## config.mk

```make
export PLATFORM = sky130hd
export DESIGN_NAME = ppdb_div
export DESIGN_NICKNAME = d
export VERILOG_FILES = /design/src/rtl/projected_pixel_depth_blend_assert.svh /design/src/rtl/ppdb_pkg.sv /design/src/rtl/ppdb_div.sv
export SDC_FILE = /design/constraint.sdc
export NUM_CORES = 1
export LEC_CHECK = 0
export ABC_AREA = 1
export BUFFER_PORTS_ARGS = -buffer_cell sky130_fd_sc_hd__clkbuf_2
export CORE_UTILIZATION = 37
export DETAILED_ROUTE_END_ITERATION = 7
export PLACE_DENSITY = 0.57
export RECOVER_POWER = 50
export SLEW_MARGIN = 20
export SYNTH_ARGS = -nofsm -noshare
export SYNTH_HDL_FRONTEND = slang
export SYNTH_SLANG_ARGS = --single-unit
```

## constraint.sdc

```tcl
create_clock -name clk -period 5.7 [get_ports clk]
set_clock_uncertainty 0.2 [all_clocks]
set_input_delay 0.285 -clock clk [delete_from_list [all_inputs] [get_ports clk]]
set_output_delay 0.285 -clock clk [all_outputs]
set_load 0.02 [all_outputs]
```

## src/rtl/projected_pixel_depth_blend_assert.svh

```systemverilog
// Assertion macros for the pixel depth blend block.
// Expects clk and rst in the scope of the including module.
`ifndef PROJECTED_PIXEL_DEPTH_BLEND_ASSERT_SVH
`define PROJECTED_PIXEL_DEPTH_BLEND_ASSERT_SVH

// same-cycle implication
`define PPDB_ASSERT_IMPLIES(name, ante, cons, msg) \
  name: assert property (@(posedge clk) disable iff (rst) (ante) |-> (cons)) \
    else $error(msg);

// next-cycle implication
`define PPDB_ASSERT_NEXT(name, ante, cons, msg) \
  name: assert property (@(posedge clk) disable iff (rst) (ante) |=> (cons)) \
    else $error(msg);

`endif

```

## src/rtl/ppdb_pkg.sv

```systemverilog
// Shared constants and types for the pixel depth blend block.
// No dependencies.
`default_nettype none

package ppdb_pkg;

  localparam int MAX_WIDTH  = 64;
  localparam int MAX_HEIGHT = 64;
  localparam int STORE_SIZE = MAX_WIDTH * MAX_HEIGHT;
  localparam int ADDR_W     = $clog2(STORE_SIZE);
  localparam int MAX_DIM    = (MAX_WIDTH > MAX_HEIGHT) ? MAX_WIDTH : MAX_HEIGHT;
  // quotient bits kept exact; anything larger is off the surface
  localparam int QBITS      = $clog2(MAX_DIM) + 1;

  localparam int POS_W   = 24;
  localparam int FOV_W   = 16;
  localparam int MAG_W   = POS_W + FOV_W;
  localparam int DEN_W   = 32;
  localparam int DSH_W   = DEN_W + QBITS;
  localparam int REM_W   = (MAG_W > DSH_W) ? MAG_W : DSH_W;

  localparam int DEPTH_W  = 24;
  localparam int COLOUR_W = 24;
  localparam logic [DEPTH_W-1:0] FAR_DEPTH = '1;

  typedef enum logic {
    FN_PLOT  = 1'b0,
    FN_CLEAR = 1'b1
  } func_t;

  typedef enum logic [2:0] {
    ST_WRITTEN = 3'd0,
    ST_NEAR    = 3'd1,
    ST_OFF     = 3'd2,
    ST_DEPTH   = 3'd3,
    ST_CLEARED = 3'd4
  } status_t;

  typedef enum logic [2:0] {
    REG_WIDTH      = 3'd0,
    REG_HEIGHT     = 3'd1,
    REG_FOV        = 3'd2,
    REG_NEAR       = 3'd3,
    REG_DEPTH_TEST = 3'd4
  } cfg_reg_t;

  typedef struct packed {
    logic             done;
    logic             big;
    logic             rem_nz;
    logic [QBITS-1:0] quo;
  } div_res_t;

  typedef struct packed {
    logic                col_en;
    logic                dep_en;
    logic [ADDR_W-1:0]   addr;
    logic [COLOUR_W-1:0] colour;
    logic [DEPTH_W-1:0]  depth;
  } store_wr_t;

endpackage

`default_nettype wire

```

## src/rtl/ppdb_div.sv

```systemverilog
// Shared multiply then restoring divide unit, one quotient bit per cycle.
// Depends on ppdb_pkg.
`default_nettype none

module ppdb_div (
  input  wire logic                        clk,
  input  wire logic                        rst,
  input  wire logic                        start,
  input  wire logic [ppdb_pkg::POS_W-1:0]  magnitude,
  input  wire logic [ppdb_pkg::FOV_W-1:0]  scale,
  input  wire logic [ppdb_pkg::DEN_W-1:0]  divisor,
  output ppdb_pkg::div_res_t               res
);

  localparam int CNT_W = $clog2(ppdb_pkg::QBITS + 1);

  logic                           busy;
  logic                           done;
  logic [CNT_W-1:0]               cnt;
  logic [ppdb_pkg::REM_W-1:0]     rem;
  logic [ppdb_pkg::DSH_W-1:0]     dsh;
  logic [ppdb_pkg::QBITS-1:0]     quo;
  logic                           big;
  logic [ppdb_pkg::MAG_W-1:0]     prod;
  logic [ppdb_pkg::REM_W-1:0]     dsh_ext;
  logic                           ge;

  assign prod    = {{ppdb_pkg::FOV_W{1'b0}}, magnitude} * {{ppdb_pkg::POS_W{1'b0}}, scale};
  assign dsh_ext = ppdb_pkg::REM_W'(dsh);
  assign ge      = (rem >= dsh_ext);

  always_ff @(posedge clk) begin
    if (rst) begin
      busy <= 1'b0;
      done <= 1'b0;
      cnt  <= '0;
    end else begin
      done <= 1'b0;
      if (start) begin
        busy <= 1'b1;
        cnt  <= '0;
        rem  <= ppdb_pkg::REM_W'(prod);
        dsh  <= {divisor, {ppdb_pkg::QBITS{1'b0}}};
        quo  <= '0;
        big  <= 1'b0;
      end else if (busy) begin
        if (cnt == '0) begin
          big <= ge;
        end else begin
          if (ge) begin
            rem <= rem - dsh_ext;
          end
          quo <= {quo[ppdb_pkg::QBITS-2:0], ge};
        end
        dsh <= dsh >> 1;
        cnt <= cnt + 1'b1;
        if (cnt == CNT_W'(ppdb_pkg::QBITS)) begin
          busy <= 1'b0;
          done <= 1'b1;
        end
      end
    end
  end

  always_comb begin
    res.done   = done;
    res.big    = big;
    res.rem_nz = |rem;
    res.quo    = quo;
  end

endmodule

`default_nettype wire

```

== Yosys cells after proc, flatten, opt, wreduce, memory -nomap -nowiden ==
Index checks and enable logic that the tools add are counted.
Operators by class
  shift operators: 0
  reduce and logical (&&, ||, !) cells: 11
  $lt $le $gt $ge: 1
  equality and inequality tests: 2
  div/mod/pow operators: 0
  bitwise gates (word level): 2
  mux-type cells: 14
  add/subtract/negate cells: 2
  multipliers: 1
Operators with widths (number)
  $mux 40: 4
  $mux 39: 2
  $ge 40x39->1: 1
  $mul 24x16->40: 1
  $reduce_or 40->1: 1
  $sub 40x39->40: 1
  $mux 7: 2
  $mux 1: 6
  $reduce_and 3->1: 2
  $reduce_bool 2->1: 3
  $reduce_and 4->1: 1
  $add 3x1->3 const B: 1
  $eq 3x3->1 const B: 1
  $logic_not 3->1: 1
  $reduce_or 3->1: 1
  $ne 2x2->1 const B: 1
  $not 1->1: 2
  $reduce_and 2->1: 1
  $reduce_or 2->1: 1
Storage, ports and cells
  ROM bits: 0
  bits in writable memories: 0
  logic and storage cells: 41
  input port bits: 75
  flip-flop bits (word level): 92
  bits in latches: 0
  memories kept: 0

== Longest topological paths before layout ==
Gate-level depths: netlist (run 1).
  depth in word-level cells: 5
  gate-level depth with buffers: 28

== Least setup slack after synthesis (run 1) ==
Ideal clock, no wire load.
  kind: input port to flip-flop
  start: input magnitude[13] in the netlist's numbering
  end: register rem[39] in the netlist's numbering, data pin
  data arrival time: 5.203 ns
  cell stages on the path: 24
  path slack: 0.044 ns
  library setup time: 0.253 ns
  path buffers: 2
  cells stage by stage: clkbuf_1 > clkbuf_1 > nand2_1 > fa_1 > inv_1 > fa_1 > inv_1 > fa_1 > inv_1 > fa_1 > fa_1 > inv_1 > fa_1 > inv_1 > ha_1 > a21oi_1 > and2_1 > nand2_1 > nand2_1 > nand3_1 > nand2_1 > nand3_1 > nand3_1 > nand2_1
On the way
  cells in the longest elaborated chain, start to end: 2
RTL lines
  from (decl): RTL line ppdb_div.sv:9  | input wire logic [ppdb_pkg::POS_W-1:0] magnitude,
  $mul 24x16->40: RTL line ppdb_div.sv:28  | assign prod = {{ppdb_pkg::FOV_W{1'b0}}, magnitude} * {{ppdb_pkg::POS_W{1'b0}}, scale};
  $mux 40: RTL line ppdb_div.sv:39  | if (start) begin
  to (signal assigned): RTL line ppdb_div.sv:42  | rem <= ppdb_pkg::REM_W'(prod);
  to (signal assigned): RTL line ppdb_div.sv:51  | rem <= rem - dsh_ext;
  to (decl): RTL line ppdb_div.sv:20  | logic [ppdb_pkg::REM_W-1:0] rem;
No other way between the ends.
A chain may end at the register's enable or synchronous reset.

== Worst setup path in the final report (run 1) ==
  start: input scale[4] in the netlist's numbering
  end: register rem[30] in the netlist's numbering, data pin
On the way
  cells in the longest elaborated chain, start to end: 2
RTL lines
  from (decl): RTL line ppdb_div.sv:10  | input wire logic [ppdb_pkg::FOV_W-1:0] scale,
  $mul 24x16->40: RTL line ppdb_div.sv:28
  $mux 40: RTL line ppdb_div.sv:39
No other way between the ends.

==> results.py, run 1 <==
metrics = {
    "detailed_routing": {
        "dr.pass1.iters": 7,
        "drtIter0Drc": 825,
        "wl_per_cell_um": 14.7,
        "route.detailed.drc": 0,
        "wirelength_mm": 55.1,
        "antenna_left": 0,
        "num_vias": 17500,
        "viasPerCell": 4.65,
    },
    "final_layout": {
        "insertedDiodeCount": 0,
        "area_growth_syn_to_layout_pct": 14.4,
        "multiInputGateArea_um2": 14300,
        "ff_latch_area_um2": 2710,
        "final_core_util": 0.429,
        "fin_area_um2": 23200,
        "drive_gt1_frac": 0.0966,
        "fin_nets": 3586,
        "fill_cells": 5624,
    },
    "floorplanning": {
        "floorplan.rows": 85,
        "core_um2": 53900,
        "die-area_um2": 55600,
        "ios": 85,
        "die_w_um": 236,
        "die_height_um": 236,
        "start_util": 0.375,
    },
    "sta": {
        "period_minus_slack_ns": 5.46,
        "slew_viol_final": 40,
        "hold_ws_ns": 0.0120,
        "max_freq_mhz": 183,
        "finalCritPeriodShare": 0.957,
        "rsz0062_at_grt": "no",
        "relSlewSlack": -0.461,
        "setup_violations": 0,
        "worst_pin_slew_ns": 2.19,
        "hold_viol_final": 0,
    },
    "grt": {
        "grt_pass1_vias": 18600,
        "grt_max_degree": 86,
        "grt_usage": 0.206,
        "antenna_found_initial": 0,
        "grt_pass1_wl_mm": 92.5,
        "grt_overflow": 0,
    },
    "worst_setup_path": {
        "critical_path_arrival_ns": 5.38,
        "cp_max_fo": 17,
        "crit_slowest_cell": "fa_1",
        "cp.required_ns": 5.62,
        "cp-end-kind": "flip-flop",
        "cp_common_cell": "nand2_1",
        "crit_type": "primary input to flip-flop",
        "cp-start-kind": "primary input",
        "max_stage_delay_ns": 0.53,
    },
    "yosys": {
        "syn_nets": 3413,
        "muxShareOfSynthArea": 0,
        "yosys_warnings": 0,
        "synth-simple-area-share": 0.245,
        "synth.distinct_cells": 35,
        "ys_seq_area_frac": 0.134,
        "synth_fa_ha_area_frac": 0.399,
        "netlist_instances": 2877,
        "synth.cell_area_um2": 20200,
        "synth_compound_gate_area_share": 0.0506,
        "synth_xor_area_frac": 0.00476,
        "avgSynthCellArea_um2": 7.04,
        "synth-seq-cells": 92,
        "synth_top_family_by_area": "adder cells",
    },
    "clocking": {
        "cts_root_buf": "clkbuf_16",
        "cts_tree": "yes",
        "clock_sinks": 92,
        "cts_setup_buffers": 0,
        "path_clk_slew_ns": 0.06,
        "cts-htree-levels": 3,
        "clkLatencyLatePin_ns": 0.38,
        "cts_buffers": 9,
        "cts.path.max_buffers": 2,
    },
    "status": {
        "run_status": "complete, but fails checks",
        "violations": "max-capacitance violations, max-slew violations",
    },
    "run": {
        "drv_cap": 1,
    },
    "placement": {
        "gp_congestion": 0.928,
        "dp_hpwl_mm": 47.0,
        "port_buffers": 84,
        "placed_area_um2": 22500,
    },
    "min_path": {
        "min_path_type": "primary input to flip-flop",
    },
}
==> synth_stat cells (all sizes together) <==
cell | n | area, µm²
nor4 | 12 | 75.1
fa | 307 | 6150
a211oi | 2 | 15.0
ha | 154 | 1930
nand3 | 101 | 561
nor2 | 134 | 533
a21boi | 1 | 7.51
a21oi | 87 | 435
nor3 | 17 | 85.1
a31oi | 1 | 6.26
buf | 13 | 70.1
o2bb2ai | 1 | 8.76
o21bai | 8 | 60.1
o22ai | 1 | 6.26
nand3b | 6 | 45.0
or2 | 3 | 18.8
clkbuf | 86 | 323
and2 | 6 | 37.5
xor2 | 8 | 70.1
xnor2 | 3 | 26.3
edfxtp | 87 | 2610
clkinv | 1 | 3.75
nand4 | 9 | 56.3
dfxtp | 5 | 100
nand2 | 932 | 3540
inv | 795 | 2980
o21ai | 97 | 485
==> routing by layer <==
| layer | vias to the layer above | global-route usage | share of wire |
|---|---|---|---|
| met3 | 65 | 0.0206 | 0.035 |
| met4 | 0 | 0.0479 | 0.017 |
| li1 | 8733 | - | - |
| met2 | 336 | 0.354 | 0.47 |
| met5 | - | 0 | 0 |
| met1 | 8326 | 0.280 | 0.48 |
==> placed cells by master (no fill, tap or decap), types with 6 or more instances in the layout <==
cell,count
clkbuf_1,10
nand4_1,9
edfxtp_1,87
clkbuf_4,12
nor3_1,17
clkbuf_2,60
nor4_1,12
nand3_2,11
ha_1,148
nand3_1,89
dlygate4sd3_1,24
nand3b_1,6
xor2_1,8
fa_1,307
o21ai_0,95
clkbuf_16,9
nand2_2,20
nor2_1,125
o21bai_1,8
buf_4,140
nand2_1,912
buf_12,14
inv_1,795
a21oi_1,85
==> worst max-delay path: cells and delay by family <==
kind	cells	cell delay [ns]
adders and majority gates	7	3.36
and+or+nand+nor	11	1.08
buffers and inverters	8	0.67
==> kinds of logic (layout without fill, tap and decap cells) <==
logic type                 count (synthesis)  in the layout
AOI/OAI and AO/OA                        198            198
xor gates and xnor gates                  11             11
adders and majority gates                461            461
buffers and inverters                    895           1073
DFF                                       92             92
and+or+nand+nor                         1220           1220
==> per-stage QoR <==
| step | setup TNS (ns) | instances | setup WS (ns) |
|---|---|---|---|
| floorplan | 0 | 2877 | 0.0441 |
| global placement | -3.72 | 3711 | -0.271 |
| detailed placement | -6.34 | 3711 | -0.332 |
| CTS | 0 | 3751 | 0.0700 |
| global route | 0 | 3751 | 0.00316 |
| finish | 0 | 3751 | 0.243 |
==> area by class of cell <==
cell class,count,share of cell area
Multi-Input combinational cell,1890,0.615
Inverter,796,0.129
Sequential cell,92,0.117
Timing Repair Buffer,261,0.0866
Tap cell,696,0.0376
Clock buffer,9,0.00973
Clock inverter,7,0.00454
==> sequential cells by signal, summed over array words and instances, names as in the netlist <==
name  cells
done      1
cnt       3
big       1
dsh      39
busy      1
quo       7
rem      40
==> final timing paths <==
check	to	cells past startpoint	slack, ns	startpoint
setup reg to reg	rem[37]	13	1.97	rem[0]
hold reg to reg	cnt[2]	2	0.29	cnt[2]
hold / removal	dsh[33]	3	0.01	divisor[26]
setup / recovery	rem[30]	26	0.24	scale[4]
==> what timing repair did <==
item	in CTS	in global routing
gates resized for setup	0	45
hold buffers	24	0
setup endpoints to repair	0	23
endpoints found under the hold margin	24	0
Power of run 1 is not shown: default switching activity piles up to over one toggle a cycle in this logic, so the estimate is an artifact.
==> run 2: changes to the inputs <==
--- a/config.mk
+++ b/config.mk
@@ -10,7 +10,6 @@
 export CORE_UTILIZATION = 37
 export DETAILED_ROUTE_END_ITERATION = 7
 export PLACE_DENSITY = 0.57
-export RECOVER_POWER = 50
 export SLEW_MARGIN = 20
 export SYNTH_ARGS = -nofsm -noshare
 export SYNTH_HDL_FRONTEND = slang
==> run 2 against run 1 <==
The run now ends clean; clock-buffer cell count unchanged; first-iteration DRC count up 0.61%; register-to-register slack about the same.
==> results.py, run 2 (same netlist as run 1, synthesis figures left out) <==
metrics = {
    "final_layout": {
        "top_register": "rem",
        "layout_common_cells": "nand2_1, inv_1, fa_1",
        "insertedDiodeCount": 0,
        "largestRegisters": "rem: 40 flops, dsh: 39 flops, quo: 7 flops",
        "fin_nets": 3586,
        "area_growth_syn_to_layout_pct": 14.5,
        "drive_gt1_frac": 0.0998,
        "final_core_util": 0.430,
        "finalNonFillerCells": 3751,
        "largest_reg_flops": 40,
        "final_common_cell": "nand2_1",
    },
    "sta": {
        "relSlewSlack": 0.418,
        "worst_pin_slew_ns": 0.870,
        "finalCritPeriodShare": 0.957,
        "hold_ws_ns": 0.0120,
        "setup_violations": 0,
        "hold_viol_final": 0,
        "slew_viol_final": 0,
        "period_minus_slack_ns": 5.46,
        "rsz0062_at_grt": "no",
        "max_freq_mhz": 183,
    },
    "worst_setup_path": {
        "max_stage_delay_ns": 0.53,
        "cp-end-kind": "flip-flop",
        "crit_type": "primary input to flip-flop",
        "path_buf_inv": 8,
        "crit_family": "adder cells",
        "crit_slowest_cell": "fa_1",
        "cp_common_cell": "nand2_1",
        "cp-start-kind": "primary input",
        "critical_path_arrival_ns": 5.38,
        "cp.required_ns": 5.62,
        "cp_max_fo": 17,
    },
    "floorplanning": {
        "floorplan.rows": 85,
        "die-area_um2": 55600,
        "start_util": 0.375,
        "core_um2": 53900,
        "ios": 85,
        "die_w_um": 236,
        "die_height_um": 236,
    },
    "grt": {
        "antenna_found_initial": 0,
        "grt_usage": 0.206,
        "grt_overflow": 0,
        "grt_pass1_wl_mm": 92.5,
        "grt_pass1_vias": 18600,
        "grt_max_degree": 86,
    },
    "detailed_routing": {
        "viasPerCell": 4.66,
        "num_vias": 17500,
        "antenna_left": 0,
        "wirelength_mm": 55.1,
        "dr.pass1.iters": 7,
        "wl_per_cell_um": 14.7,
        "route.detailed.drc": 0,
        "drtIter0Drc": 830,
    },
    "clocking": {
        "cts_tree": "yes",
        "path_clk_slew_ns": 0.06,
        "cts.path.max_buffers": 2,
        "cts-htree-levels": 3,
        "cts_buffers": 9,
        "clock_sinks": 92,
        "cts_setup_buffers": 0,
        "clkLatencyLatePin_ns": 0.38,
        "cts_root_buf": "clkbuf_16",
    },
    "status": {
        "run_status": "finished clean",
    },
    "min_path": {
        "min_path_type": "primary input to flip-flop",
    },
    "run": {
        "drv_cap": 0,
    },
    "placement": {
        "placedCellCount": 3711,
        "dp_hpwl_mm": 47.0,
        "port_buffers": 84,
        "gp_congestion": 0.928,
    },
}
[run 2: cell types whose count changed in the layout (fill, tap and decap cells not counted), sizes merged]
cell    previous run  this run
buf              155       156
clkbuf            91        90
[run 2: repair_timing]
item,CTS,global route
gates resized for setup,0,45
setup endpoints to repair,0,23
hold endpoints to repair,24,0
hold buffers,24,0
[run 2: final timing paths]
check,start,to,slack [ns],cells after the start
worst max register to register,rem[0],rem[37],1.97,13
worst min register to register,cnt[2],cnt[2],0.29,2
worst min-delay path,divisor[26],dsh[33],0.01,3
worst max-delay path,scale[4],rem[30],0.24,26
[run 2: metrics by stage]
step	setup TNS (ns)	worst slack (ns)	instance area [µm²]
floorplan	0	0.0441	20200
global placement	-3.72	-0.271	22500
detailed placement	-6.34	-0.332	22500
CTS	0	0.0700	23000
global route	0	0.00316	23200
finish	0	0.243	23200
[run 2: cell type report]
class / count / area, µm²
multi-input cells: 1890 / 14300
clock inverters: 7 / 105
repair buffers: 261 / 2020
clock buffers: 9 / 225
flip-flops and latches: 92 / 2710
well taps: 696 / 871
fillers: 5617 / 30700
inverters: 796 / 2990
[run 2: routing by layer]
layer,global-route usage,vias to the layer above,share of wire,wire length (µm)
met5,0,-,0,0
met4,0.0479,0,0.017,945
met3,0.0206,65,0.036,1970
met2,0.354,340,0.47,25800
met1,0.280,8330,0.48,26300
li1,-,8733,-,-
[run 2: tightest hold or removal path, stage by stage]
cell	delay, ns
clkbuf_2	0.08
nand2_1	0.04
o21ai_0	0.06
Power of run 2 is left out for the same reason.
